$ cat config.mk
export PLATFORM = sky130hd
export DESIGN_NAME = quad_projective_q_weights
export DESIGN_NICKNAME = d
export VERILOG_FILES = /design/src/hdl/qpqw_pkg.sv /design/src/hdl/qpqw_serial_mul.sv /design/src/hdl/qpqw_serial_div.sv /design/src/hdl/quad_projective_q_weights.sv
export SDC_FILE = /design/constraint.sdc
export NUM_CORES = 2
export LEC_CHECK = 0
export BUFFER_PORTS_ARGS = -buffer_cell sky130_fd_sc_hd__buf_4
export CAP_MARGIN = 0
export CORE_ASPECT_RATIO = 1.4
export CORE_MARGIN = 2
export CORE_UTILIZATION = 60
export DETAILED_ROUTE_END_ITERATION = 10
export GPL_TIMING_DRIVEN = 1
export PLACE_DENSITY = 0.77
export SLEW_MARGIN = 20
export SYNTH_ARGS = -nofsm -noshare
export SYNTH_HDL_FRONTEND = slang
export SYNTH_HIERARCHICAL = 1
export SYNTH_SLANG_ARGS = --single-unit
$ cat constraint.sdc
create_clock -name clk_i -period 9.97 [get_ports clk_i]
set_input_delay 1.4955 -clock clk_i [delete_from_list [all_inputs] [get_ports clk_i]]
set_output_delay 1.4955 -clock clk_i [all_outputs]
set_load 0.05 [all_outputs]
$ cat src/hdl/qpqw_pkg.sv
// qpqw_pkg: shared widths, status codes and state encoding for the quad q-weight block
// no dependencies
package qpqw_pkg;
  localparam int unsigned QFracBits = 16;
  localparam int unsigned OutW      = 24;
  localparam int unsigned CoordW    = 16;
  localparam int unsigned ProdW     = 42;
  localparam int unsigned QuotW     = ProdW + QFracBits;
  localparam logic [OutW-1:0] OutMax = {OutW{1'b1}};

  typedef enum logic [1:0] {
    StOk       = 2'd0,
    StNoCross  = 2'd1,
    StZeroDist = 2'd2
  } status_e;

  typedef enum logic [7:0] {
    SIdle  = 8'b00000001,
    SCross = 8'b00000010,
    SCheck = 8'b00000100,
    SDiv   = 8'b00001000,
    SMulU  = 8'b00010000,
    SMulV  = 8'b00100000,
    SEmit  = 8'b01000000,
    SStart = 8'b10000000
  } state_e;
endpackage

$ cat src/hdl/qpqw_serial_mul.sv
// qpqw_serial_mul: shift-and-add multiplier, one multiplier bit per cycle
// depends on qpqw_pkg
module qpqw_serial_mul (
  input  logic                              clk_i,
  input  logic                              rst_ni,
  input  logic                              start_i,
  input  logic signed [qpqw_pkg::ProdW-1:0] a_i,
  input  logic signed [qpqw_pkg::ProdW-1:0] b_i,
  output logic                              done_o,
  output logic signed [qpqw_pkg::ProdW-1:0] p_o
);
  localparam int unsigned W = qpqw_pkg::ProdW;
  localparam int unsigned CntW = $clog2(W + 1);

  logic signed [W-1:0] acc_q, acc_d, mc_q, mc_d;
  logic [W-1:0]        mp_q, mp_d;
  logic [CntW-1:0]     cnt_q, cnt_d;
  logic                busy_q, busy_d, done_q, done_d;

  always_comb begin
    acc_d = acc_q; mc_d = mc_q; mp_d = mp_q; cnt_d = cnt_q;
    busy_d = busy_q; done_d = 1'b0;
    if (start_i) begin
      acc_d = '0; mc_d = a_i; mp_d = b_i; cnt_d = '0; busy_d = 1'b1;
    end else if (busy_q) begin
      // top multiplier bit carries negative weight
      if (mp_q[0]) begin
        if (cnt_q == CntW'(W - 1)) acc_d = acc_q - mc_q;
        else acc_d = acc_q + mc_q;
      end
      mc_d = mc_q <<< 1;
      mp_d = mp_q >> 1;
      cnt_d = cnt_q + 1'b1;
      if (cnt_q == CntW'(W - 1)) begin
        busy_d = 1'b0; done_d = 1'b1;
      end
    end
  end

  always_ff @(posedge clk_i or negedge rst_ni) begin
    if (!rst_ni) begin
      busy_q <= 1'b0; done_q <= 1'b0; cnt_q <= '0;
    end else begin
      busy_q <= busy_d; done_q <= done_d; cnt_q <= cnt_d;
    end
  end

  always_ff @(posedge clk_i) begin
    acc_q <= acc_d; mc_q <= mc_d; mp_q <= mp_d;
  end

  assign done_o = done_q;
  assign p_o    = acc_q;

  a_done_pulse: assert property (@(posedge clk_i) disable iff (!rst_ni)
    done_q |=> !done_q) else $error("multiplier done held");
  a_no_start_busy: assert property (@(posedge clk_i) disable iff (!rst_ni)
    done_q |-> !busy_q) else $error("multiplier busy at done");
  a_cnt_range: assert property (@(posedge clk_i) disable iff (!rst_ni)
    busy_q |-> cnt_q < CntW'(W)) else $error("multiplier count overrun");
endmodule

$ cat src/hdl/qpqw_serial_div.sv
// qpqw_serial_div: restoring divider, one quotient bit per cycle, rounds half up
// depends on qpqw_pkg
module qpqw_serial_div (
  input  logic                            clk_i,
  input  logic                            rst_ni,
  input  logic                            start_i,
  input  logic [qpqw_pkg::ProdW-1:0]      num_i,
  input  logic [qpqw_pkg::ProdW-1:0]      den_i,
  output logic                            done_o,
  output logic [qpqw_pkg::OutW-1:0]       q_o
);
  localparam int unsigned QW = qpqw_pkg::QuotW;
  localparam int unsigned DW = qpqw_pkg::ProdW;
  localparam int unsigned CntW = $clog2(QW + 1);

  logic [QW-1:0]   quo_q, quo_d;
  logic [DW:0]     rem_q, rem_d, trial;
  logic [DW-1:0]   den_q, den_d;
  logic [CntW-1:0] cnt_q, cnt_d;
  logic            busy_q, busy_d, done_q, done_d;
  logic [DW:0]     rem2;
  logic [QW:0]     rounded;

  always_comb begin
    quo_d = quo_q; rem_d = rem_q; den_d = den_q; cnt_d = cnt_q;
    busy_d = busy_q; done_d = 1'b0;
    trial = {rem_q[DW-1:0], quo_q[QW-1]};
    if (start_i) begin
      quo_d = {num_i, {qpqw_pkg::QFracBits{1'b0}}};
      rem_d = '0; den_d = den_i; cnt_d = '0; busy_d = 1'b1;
    end else if (busy_q) begin
      if (trial >= {1'b0, den_q}) begin
        rem_d = trial - {1'b0, den_q};
        quo_d = {quo_q[QW-2:0], 1'b1};
      end else begin
        rem_d = trial;
        quo_d = {quo_q[QW-2:0], 1'b0};
      end
      cnt_d = cnt_q + 1'b1;
      if (cnt_q == CntW'(QW - 1)) begin
        busy_d = 1'b0; done_d = 1'b1;
      end
    end
  end

  // round half up: add one when 2*rem >= den
  assign rem2    = {rem_q[DW-1:0], 1'b0};
  assign rounded = {1'b0, quo_q} + {{QW{1'b0}}, (rem2 >= {1'b0, den_q})};
  assign q_o     = (rounded > {{(QW+1-qpqw_pkg::OutW){1'b0}}, qpqw_pkg::OutMax})
                   ? qpqw_pkg::OutMax : rounded[qpqw_pkg::OutW-1:0];

  always_ff @(posedge clk_i or negedge rst_ni) begin
    if (!rst_ni) begin
      busy_q <= 1'b0; done_q <= 1'b0; cnt_q <= '0;
    end else begin
      busy_q <= busy_d; done_q <= done_d; cnt_q <= cnt_d;
    end
  end

  always_ff @(posedge clk_i) begin
    quo_q <= quo_d; rem_q <= rem_d; den_q <= den_d;
  end

  assign done_o = done_q;

  a_done_pulse: assert property (@(posedge clk_i) disable iff (!rst_ni)
    done_q |=> !done_q) else $error("divider done held");
  a_rem_bound: assert property (@(posedge clk_i) disable iff (!rst_ni)
    (busy_q && den_q != '0) |-> rem_q < {1'b0, den_q}) else $error("remainder too big");
  a_idle_done: assert property (@(posedge clk_i) disable iff (!rst_ni)
    done_q |-> !busy_q) else $error("divider busy at done");
endmodule

$ cat src/hdl/quad_projective_q_weights.sv
// quad_projective_q_weights: top level, corner store, sequencer and output register
// depends on qpqw_pkg, qpqw_serial_mul, qpqw_serial_div
//
// Each request writes one corner; a request with compute_now set then starts the sequence
// that yields four results, corners 0 to 3. The time is set by one bit-serial 42-bit
// multiplier (six products for the cross terms, then two per corner for u and v) and one
// bit-serial 58-bit divider (one division per corner); when the status is not ok (the
// diagonals miss, or a corner lies on a diagonal) no division runs. A result still waiting
// in the output register holds the next corner back. Requests without compute_now only
// store their corner.
module quad_projective_q_weights (
  input  logic        clk_i,
  input  logic        rst_ni,
  input  logic        valid_i,
  output logic        ready_o,
  input  logic [1:0]  corner_i,
  input  logic signed [15:0] pos_x_i,
  input  logic signed [15:0] pos_y_i,
  input  logic [15:0] tex_u_i,
  input  logic [15:0] tex_v_i,
  input  logic        compute_now_i,
  output logic        valid_o,
  input  logic        ready_i,
  output logic [1:0]  out_corner_o,
  output logic [23:0] scaled_u_o,
  output logic [23:0] scaled_v_o,
  output logic [23:0] q_weight_o,
  output logic [1:0]  status_o,
  output logic        final_result_o
);
  localparam int unsigned PW = qpqw_pkg::ProdW;
  localparam int unsigned OW = qpqw_pkg::OutW;
  localparam int unsigned OneW = qpqw_pkg::QFracBits + 1;
  localparam logic [OneW-1:0] OneRaw = {1'b1, {qpqw_pkg::QFracBits{1'b0}}};

  logic signed [15:0] px_q [4];
  logic signed [15:0] py_q [4];
  logic [15:0] tu_q [4];
  logic [15:0] tv_q [4];

  qpqw_pkg::state_e state_q, state_d;
  logic [2:0] step_q, step_d;
  logic [1:0] idx_q, idx_d;
  logic signed [PW-1:0] den_q, den_d, ta_q, ta_d, tb_q, tb_d, tmp_q, tmp_d;
  logic [OW-1:0] qw_q, qw_d, su_q, su_d;
  logic [1:0] st_q, st_d;
  logic valid_q, valid_d;
  logic [1:0] oc_q;
  logic [OW-1:0] ou_q, ov_q, oq_q;
  logic [1:0] ost_q;
  logic ofin_q, load_out;
  // v product must stay until output register frees
  logic mulv_hold_q;

  logic mul_start, mul_done, div_start, div_done;
  logic signed [PW-1:0] mul_a, mul_b, mul_p;
  logic [PW-1:0] div_num, div_den;
  logic [OW-1:0] div_q;
  logic signed [16:0] rx, ry, sx, sy, wx, wy;
  logic [PW-1:0] den_abs, ta_use, tb_use, divisor;
  logic [PW+16:0] sc_round;
  logic [OW-1:0] sc_sat, one_q;

  assign rx = 17'(px_q[2]) - 17'(px_q[0]);
  assign ry = 17'(py_q[2]) - 17'(py_q[0]);
  assign sx = 17'(px_q[3]) - 17'(px_q[1]);
  assign sy = 17'(py_q[3]) - 17'(py_q[1]);
  assign wx = 17'(px_q[1]) - 17'(px_q[0]);
  assign wy = 17'(py_q[1]) - 17'(py_q[0]);

  assign one_q = (OneW > OW) ? qpqw_pkg::OutMax : OW'(OneRaw);

  assign den_abs = PW'(den_q);
  assign ta_use  = PW'(ta_q);
  assign tb_use  = PW'(tb_q);
  always_comb begin
    case (idx_d)
      2'd0:    divisor = den_abs - ta_use;
      2'd1:    divisor = den_abs - tb_use;
      2'd2:    divisor = ta_use;
      default: divisor = tb_use;
    endcase
  end
  assign div_num = den_abs;
  assign div_den = divisor;

  // texture scaling: (t*q + 2^14) >> 15, saturated
  assign sc_round = {17'b0, mul_p} + (PW+17)'(16384);
  assign sc_sat = (sc_round[PW+16:15+OW] != '0) ? qpqw_pkg::OutMax : sc_round[15+OW-1:15];

  // operands for the product that starts this cycle
  always_comb begin
    mul_a = '0; mul_b = '0;
    case (step_d)
      3'd0: begin mul_a = PW'(rx); mul_b = PW'(sy); end
      3'd1: begin mul_a = PW'(ry); mul_b = PW'(sx); end
      3'd2: begin mul_a = PW'(wx); mul_b = PW'(sy); end
      3'd3: begin mul_a = PW'(wy); mul_b = PW'(sx); end
      3'd4: begin mul_a = PW'(wx); mul_b = PW'(ry); end
      default: begin mul_a = PW'(wy); mul_b = PW'(rx); end
    endcase
    if (state_d == qpqw_pkg::SMulU) begin
      mul_a = PW'(tu_q[idx_d]); mul_b = PW'(qw_d);
    end
    if (state_d == qpqw_pkg::SMulV) begin
      mul_a = PW'(tv_q[idx_d]); mul_b = PW'(qw_d);
    end
  end

  assign ready_o = (state_q == qpqw_pkg::SIdle);

  always_comb begin
    state_d = state_q; step_d = step_q; idx_d = idx_q;
    den_d = den_q; ta_d = ta_q; tb_d = tb_q; tmp_d = tmp_q;
    qw_d = qw_q; su_d = su_q; st_d = st_q;
    mul_start = 1'b0; div_start = 1'b0; load_out = 1'b0;
    case (state_q)
      qpqw_pkg::SIdle: begin
        if (valid_i && compute_now_i) begin
          state_d = qpqw_pkg::SStart; step_d = '0; idx_d = '0;
        end
      end
      qpqw_pkg::SStart: begin
        // first cross product, once the last corner is stored
        mul_start = 1'b1; state_d = qpqw_pkg::SCross;
      end
      qpqw_pkg::SCross: begin
        if (mul_done) begin
          case (step_q)
            3'd0: tmp_d = mul_p;
            3'd1: den_d = tmp_q - mul_p;
            3'd2: tmp_d = mul_p;
            3'd3: ta_d = tmp_q - mul_p;
            3'd4: tmp_d = mul_p;
            default: tb_d = tmp_q - mul_p;
          endcase
          if (step_q == 3'd5) state_d = qpqw_pkg::SCheck;
          else begin
            step_d = step_q + 1'b1;
            mul_start = 1'b1;
          end
        end
      end
      qpqw_pkg::SCheck: begin
        if (den_q < 0) begin
          den_d = -den_q; ta_d = -ta_q; tb_d = -tb_q;
        end else begin
          if (den_q == 0 || ta_q < 0 || ta_q > den_q || tb_q < 0 || tb_q > den_q)
            st_d = qpqw_pkg::StNoCross;
          else if (ta_q == 0 || ta_q == den_q || tb_q == 0 || tb_q == den_q)
            st_d = qpqw_pkg::StZeroDist;
          else st_d = qpqw_pkg::StOk;
          state_d = qpqw_pkg::SDiv;
          if (st_d == qpqw_pkg::StOk) div_start = 1'b1;
          else begin
            qw_d = one_q; mul_start = 1'b1; state_d = qpqw_pkg::SMulU;
          end
        end
      end
      qpqw_pkg::SDiv: begin
        if (div_done) begin
          qw_d = div_q; mul_start = 1'b1; state_d = qpqw_pkg::SMulU;
        end
      end
      qpqw_pkg::SMulU: begin
        if (mul_done) begin
          su_d = sc_sat; mul_start = 1'b1; state_d = qpqw_pkg::SMulV;
        end
      end
      qpqw_pkg::SMulV: begin
        if ((mul_done || mulv_hold_q) && !valid_q) begin
          load_out = 1'b1; state_d = qpqw_pkg::SEmit;
        end
      end
      qpqw_pkg::SEmit: begin
        if (idx_q == 2'd3) state_d = qpqw_pkg::SIdle;
        else begin
          idx_d = idx_q + 1'b1;
          if (st_q == qpqw_pkg::StOk) begin
            div_start = 1'b1; state_d = qpqw_pkg::SDiv;
          end else begin
            mul_start = 1'b1; state_d = qpqw_pkg::SMulU;
          end
        end
      end
      default: state_d = qpqw_pkg::SIdle;
    endcase
  end

  qpqw_serial_mul u_mul (
    .clk_i, .rst_ni,
    .start_i(mul_start),
    .a_i(mul_a), .b_i(mul_b),
    .done_o(mul_done), .p_o(mul_p)
  );

  qpqw_serial_div u_div (
    .clk_i, .rst_ni,
    .start_i(div_start),
    .num_i(div_num), .den_i(div_den),
    .done_o(div_done), .q_o(div_q)
  );

  assign valid_d = load_out ? 1'b1 : (valid_q && !ready_i);

  always_ff @(posedge clk_i or negedge rst_ni) begin
    if (!rst_ni) begin
      state_q <= qpqw_pkg::SIdle; step_q <= '0; idx_q <= '0; valid_q <= 1'b0;
      mulv_hold_q <= 1'b0;
      for (int i = 0; i < 4; i++) begin
        px_q[i] <= '0; py_q[i] <= '0; tu_q[i] <= '0; tv_q[i] <= '0;
      end
    end else begin
      state_q <= state_d; step_q <= step_d; idx_q <= idx_d; valid_q <= valid_d;
      mulv_hold_q <= (state_q == qpqw_pkg::SMulV) && (mul_done || mulv_hold_q) && valid_q;
      if (valid_i && ready_o) begin
        px_q[corner_i] <= pos_x_i; py_q[corner_i] <= pos_y_i;
        tu_q[corner_i] <= tex_u_i; tv_q[corner_i] <= tex_v_i;
      end
    end
  end

  always_ff @(posedge clk_i) begin
    den_q <= den_d; ta_q <= ta_d; tb_q <= tb_d; tmp_q <= tmp_d;
    qw_q <= qw_d; su_q <= su_d; st_q <= st_d;
    if (load_out) begin
      oc_q <= idx_q; ou_q <= su_q; ov_q <= sc_sat; oq_q <= qw_q;
      ost_q <= st_q; ofin_q <= (idx_q == 2'd3);
    end
  end

  assign valid_o        = valid_q;
  assign out_corner_o   = oc_q;
  assign scaled_u_o     = ou_q;
  assign scaled_v_o     = ov_q;
  assign q_weight_o     = oq_q;
  assign status_o       = ost_q;
  assign final_result_o = ofin_q;

  a_load_free: assert property (@(posedge clk_i) disable iff (!rst_ni)
    load_out |-> !valid_q) else $error("result overwritten");
  a_idle_ready: assert property (@(posedge clk_i) disable iff (!rst_ni)
    ready_o |-> state_q == qpqw_pkg::SIdle) else $error("ready outside idle");
  a_onehot: assert property (@(posedge clk_i) disable iff (!rst_ni)
    $onehot(state_q)) else $error("state not one-hot");
  a_units: assert property (@(posedge clk_i) disable iff (!rst_ni)
    !(mul_done && div_done)) else $error("both units finished together");
endmodule

==> out/results.tsv <==
stage	metric	value	unit
outcome	status	finished, final reports clean	
yosys	netlist.area_leader.share	0.236	
worst_setup_path	critPathLaunchType	flop	
yosys	async_reset_ff_frac	0.338	
clocking	htreeDepth	3	
placed_design	dp_hpwl	131000	um
clocking	clk_pin_slew	0.06	ns
floorplan	initial_core_util	0.605	
worst_setup_path	cp_top_family	simple AND/OR/NAND/NOR gates	
worst_setup_path	r2r_start	u_div/den_q[19]	
worst_setup_path	path_depth	24	
sta	fin_crit_sh	0.658	
flow_run	drv_cap	0	
worst_setup_path	cp_num_buf_inv	2	
worst_setup_path	cp-end-kind	flop	
floorplan	die-area	95800	sq um
worst_setup_path	crit_type	reg -> reg	
global_routing	gr-usage-all-layers	0.364	
finish	final_core_utilization	0.660	
finish	fill_cells	7517	
clocking	clock_path_buffers	3	
clocking	cts_setup_buffers	0	
worst_setup_path	r2r_end	u_mul/mp_q[10]	
finish	final_cell_mix	715 x nand2_1, 439 x edfxtp_1, 361 x ha_1	
yosys	yosysTopAreaCell	edfxtp_1	
placed_design	placed_area	58100	sq um
clocking	clock_latency	0.71	ns
finish	fin_nets	6332	
yosys	ys_ff_latch	850	
worst_setup_path	startpoint	u_div/den_q[19]	
sta	slew_headroom	0.241	
global_routing	grt-ovfl-total	0	
placed_design	pre_cts_ws	3.11	ns
routing	first_pass_iters	7	
pwr	power_density	295	nW/um^2
routing	antenna_left	0	
sta	fin_setup_tns	0	ns
sta	rsz0062_at_grt	false	
sta	hold_viol	0	
routing	via_count	46297	
placed_design	place.gp.congestion	1.10	
routing	drc	0	
yosys	yosysWarnings	6	
finish	drive_gt1_frac	0.136	
worst_setup_path	crit_end	u_mul/mp_q[10]	
yosys	synth_edf_count	439	
routing	wl_per_cell	24.5	um
worst_setup_path	required	10.42	ns
routing	via_per_inst	6.46	
worst_setup_path	slowest_delay	0.53	ns
worst_setup_path	cpMostUsedCell	o21ai_0	
sta	maxSlewViolCount	0	
clocking	cts_hold_buf	0	
floorplan	pin_count	150	
yosys	avgSynthCellArea	9.59	sq um
sta	fin_crit	6.56	ns
finish	layout_commonest_cell	nand2_1	
sta	finClkSkew	0.0325	ns
hold_path	hp-start	su_q[22]	
worst_setup_path	critPathMaxFanout	24	
global_routing	grt_pass1_vias	44772	
floorplan	num_rows	132	
finish	syn2layout_area_growth	9.01	%
pwr	power.leakage	25.1	nW
placed_design	place_inst	7008	
yosys	syn_nets	6280	
worst_setup_path	reg2regPathDepth	24	
yosys	netlist_area	56000	sq um
floorplan	die_y	365	um
sta	timing.fmax	0.153	GHz
yosys	synth_seq_area_share	0.408	
sta	worstMarginPinSlew	1.11	ns
routing	drt_iter0_drc	4240	
floorplan	core	92500	sq um
clocking	clkSinkCount	850	
yosys	synthCells	5838	
hold_path	hold_path.class	reg -> reg	
global_routing	grt_first_pass_wirelength	265000	um
clocking	cts_made_buffers	86	
clocking	tritoncts	done	
pwr	ir_worst_vdd	0.285	mV
yosys	synth.top_cells.by_area	edfxtp_1 24%, dfrtp_1 13%, ha_1 8.1%	
yosys	yosysUniqueCellTypes	127	
clocking	ctsResizeCount	0	
placed_design	port_buffers	149	
sta	setup_viol	0	
finish	stdcell_count	7172	
global_routing	antenna_found_initial	2	
worst_setup_path	slowest_stage	edfxtp_1	
floorplan	die_w	262	um
global_routing	grt_start_max_net_pins	96	
routing	drt_wl_total	176000	um
worst_setup_path	worstPathArrival	7.00	ns
finish	finalInstanceArea	61000	sq um
yosys	ys.flop_type	edfxtp_1	
worst_setup_path	worstPathCellList	inv_1, ha_1, o21a_1, nor2_1, or3_1, o21ai_0, a21oi_1, o21ai_0, ha_1, ha_1, and4_1, and2_1, nand4_1, nor4_1, mux2_2, o21ai_0, o2111ai_1, nor4_4, buf_4, nand2_2, nand2_1, o21ai_0, mux2_2, mux2_2	
worst_setup_path	reg2reg_slack	3.41	ns
sta	fin_ws	3.41	ns
clocking	root_buffer	clkbuf_16	
==> flip-flops by register name (all words and copies together), names as in the netlist, 24 cells and up <==
signal,flops
tv_q,64
u_mul/p_o,42
scaled_u_o,24
u_mul/mc_q,42
tu_q,64
u_div/den_q,42
scaled_v_o,24
tmp_q,42
den_abs,42
px_q,64
tb_q,42
u_div/rem_q,42
ta_q,42
u_div/quo_q,58
qw_q,24
u_mul/mp_q,42
q_weight_o,24
py_q,64
su_q,24
==> per-layer routing <==
layer,track usage,share of wire,wire (um)
met1,0.415,0.37,64600
met3,0.0513,0.062,10900
met5,0,0,0
met2,0.613,0.48,84300
met4,0.282,0.090,15800
==> synthesized netlist by cell type, drive strengths merged (12+ instances only) <==
| cell | instances |
|---|---|
| nand3b | 12 |
| a31oi | 94 |
| nand3 | 168 |
| nor3b | 15 |
| inv | 282 |
| or4 | 18 |
| o22ai | 14 |
| edfxtp | 439 |
| mux2i | 108 |
| or3 | 43 |
| dfxtp | 124 |
| a22oi | 12 |
| nor3 | 149 |
| nand2b | 49 |
| dfrtp | 286 |
| a211o | 19 |
| ha | 361 |
| o211ai | 38 |
| mux2 | 322 |
| nand4 | 64 |
| a22o | 41 |
| and2 | 39 |
| nor4 | 48 |
| o21bai | 33 |
| nor2 | 362 |
| o31ai | 43 |
| o21ai | 335 |
| a211oi | 76 |
| nor2b | 48 |
| or2 | 22 |
| o41ai | 13 |
| a21oi | 347 |
| o21a | 49 |
| xnor2 | 259 |
| clkbuf | 189 |
| nand2 | 738 |
| and3 | 59 |
| xor2 | 144 |
| buf | 48 |
| a21boi | 17 |
| a311oi | 14 |
| and4 | 14 |
| a21o | 127 |
==> worst min path at each step <==
stage                     end  cells past startpoint
2_1_floorplan   scaled_u_o[0]                      0
3_3_place_gp    scaled_u_o[1]                      0
3_5_place_dp   scaled_u_o[19]                      0
4_1_cts        scaled_u_o[22]                      0
5_1_grt        scaled_u_o[22]                      0
6_report       scaled_u_o[22]                      0
==> logic make-up (layout without fill, tap and decap cells) <==
logic type / count (synthesis) / in the layout / synth area share
compound gates: 1389 / 1389 / 0.161
xor+xnor: 403 / 403 / 0.0632
flops: 850 / 850 / 0.408
simple gates: 1874 / 1874 / 0.162
mux: 430 / 430 / 0.0844
other cells: 0 / 4 / 0
fa+ha+maj: 371 / 371 / 0.0843
buf+inv: 521 / 645 / 0.0367
==> through the flow <==
| step | total power [W] | hold slack (ns) |
|---|---|---|
| after global routing | 0.0190 | 0.407 |
| after detailed placement | 0.0144 | 0.406 |
| after CTS | 0.0178 | 0.402 |
| final | 0.0180 | 0.410 |
| after floorplan | 0.0116 | 0.400 |
| after global placement | 0.0142 | 0.401 |
==> power by group <==
part           leakage, nW  total (W)  internal (W)  switching, W
Sequential            8.54    0.00545       0.00478      0.000675
Combinational         15.2    0.00921       0.00365       0.00556
Clock                 1.40    0.00334       0.00187       0.00148
==> final cells by class <==
| type | count | area (sq um) | area share |
|---|---|---|---|
| multi-input cells | 4467 | 31200 | 0.511 |
| repair buffers | 201 | 1520 | 0.0249 |
| clock inverters | 44 | 502 | 0.00822 |
| inverters | 284 | 1070 | 0.0176 |
| clock buffers | 116 | 2390 | 0.0393 |
| well taps | 1206 | 1510 | 0.0247 |
| flip-flops and latches | 850 | 22900 | 0.375 |
| diodes | 4 | 10.0 | 0.000164 |
(Power assumes the default switching activity.)
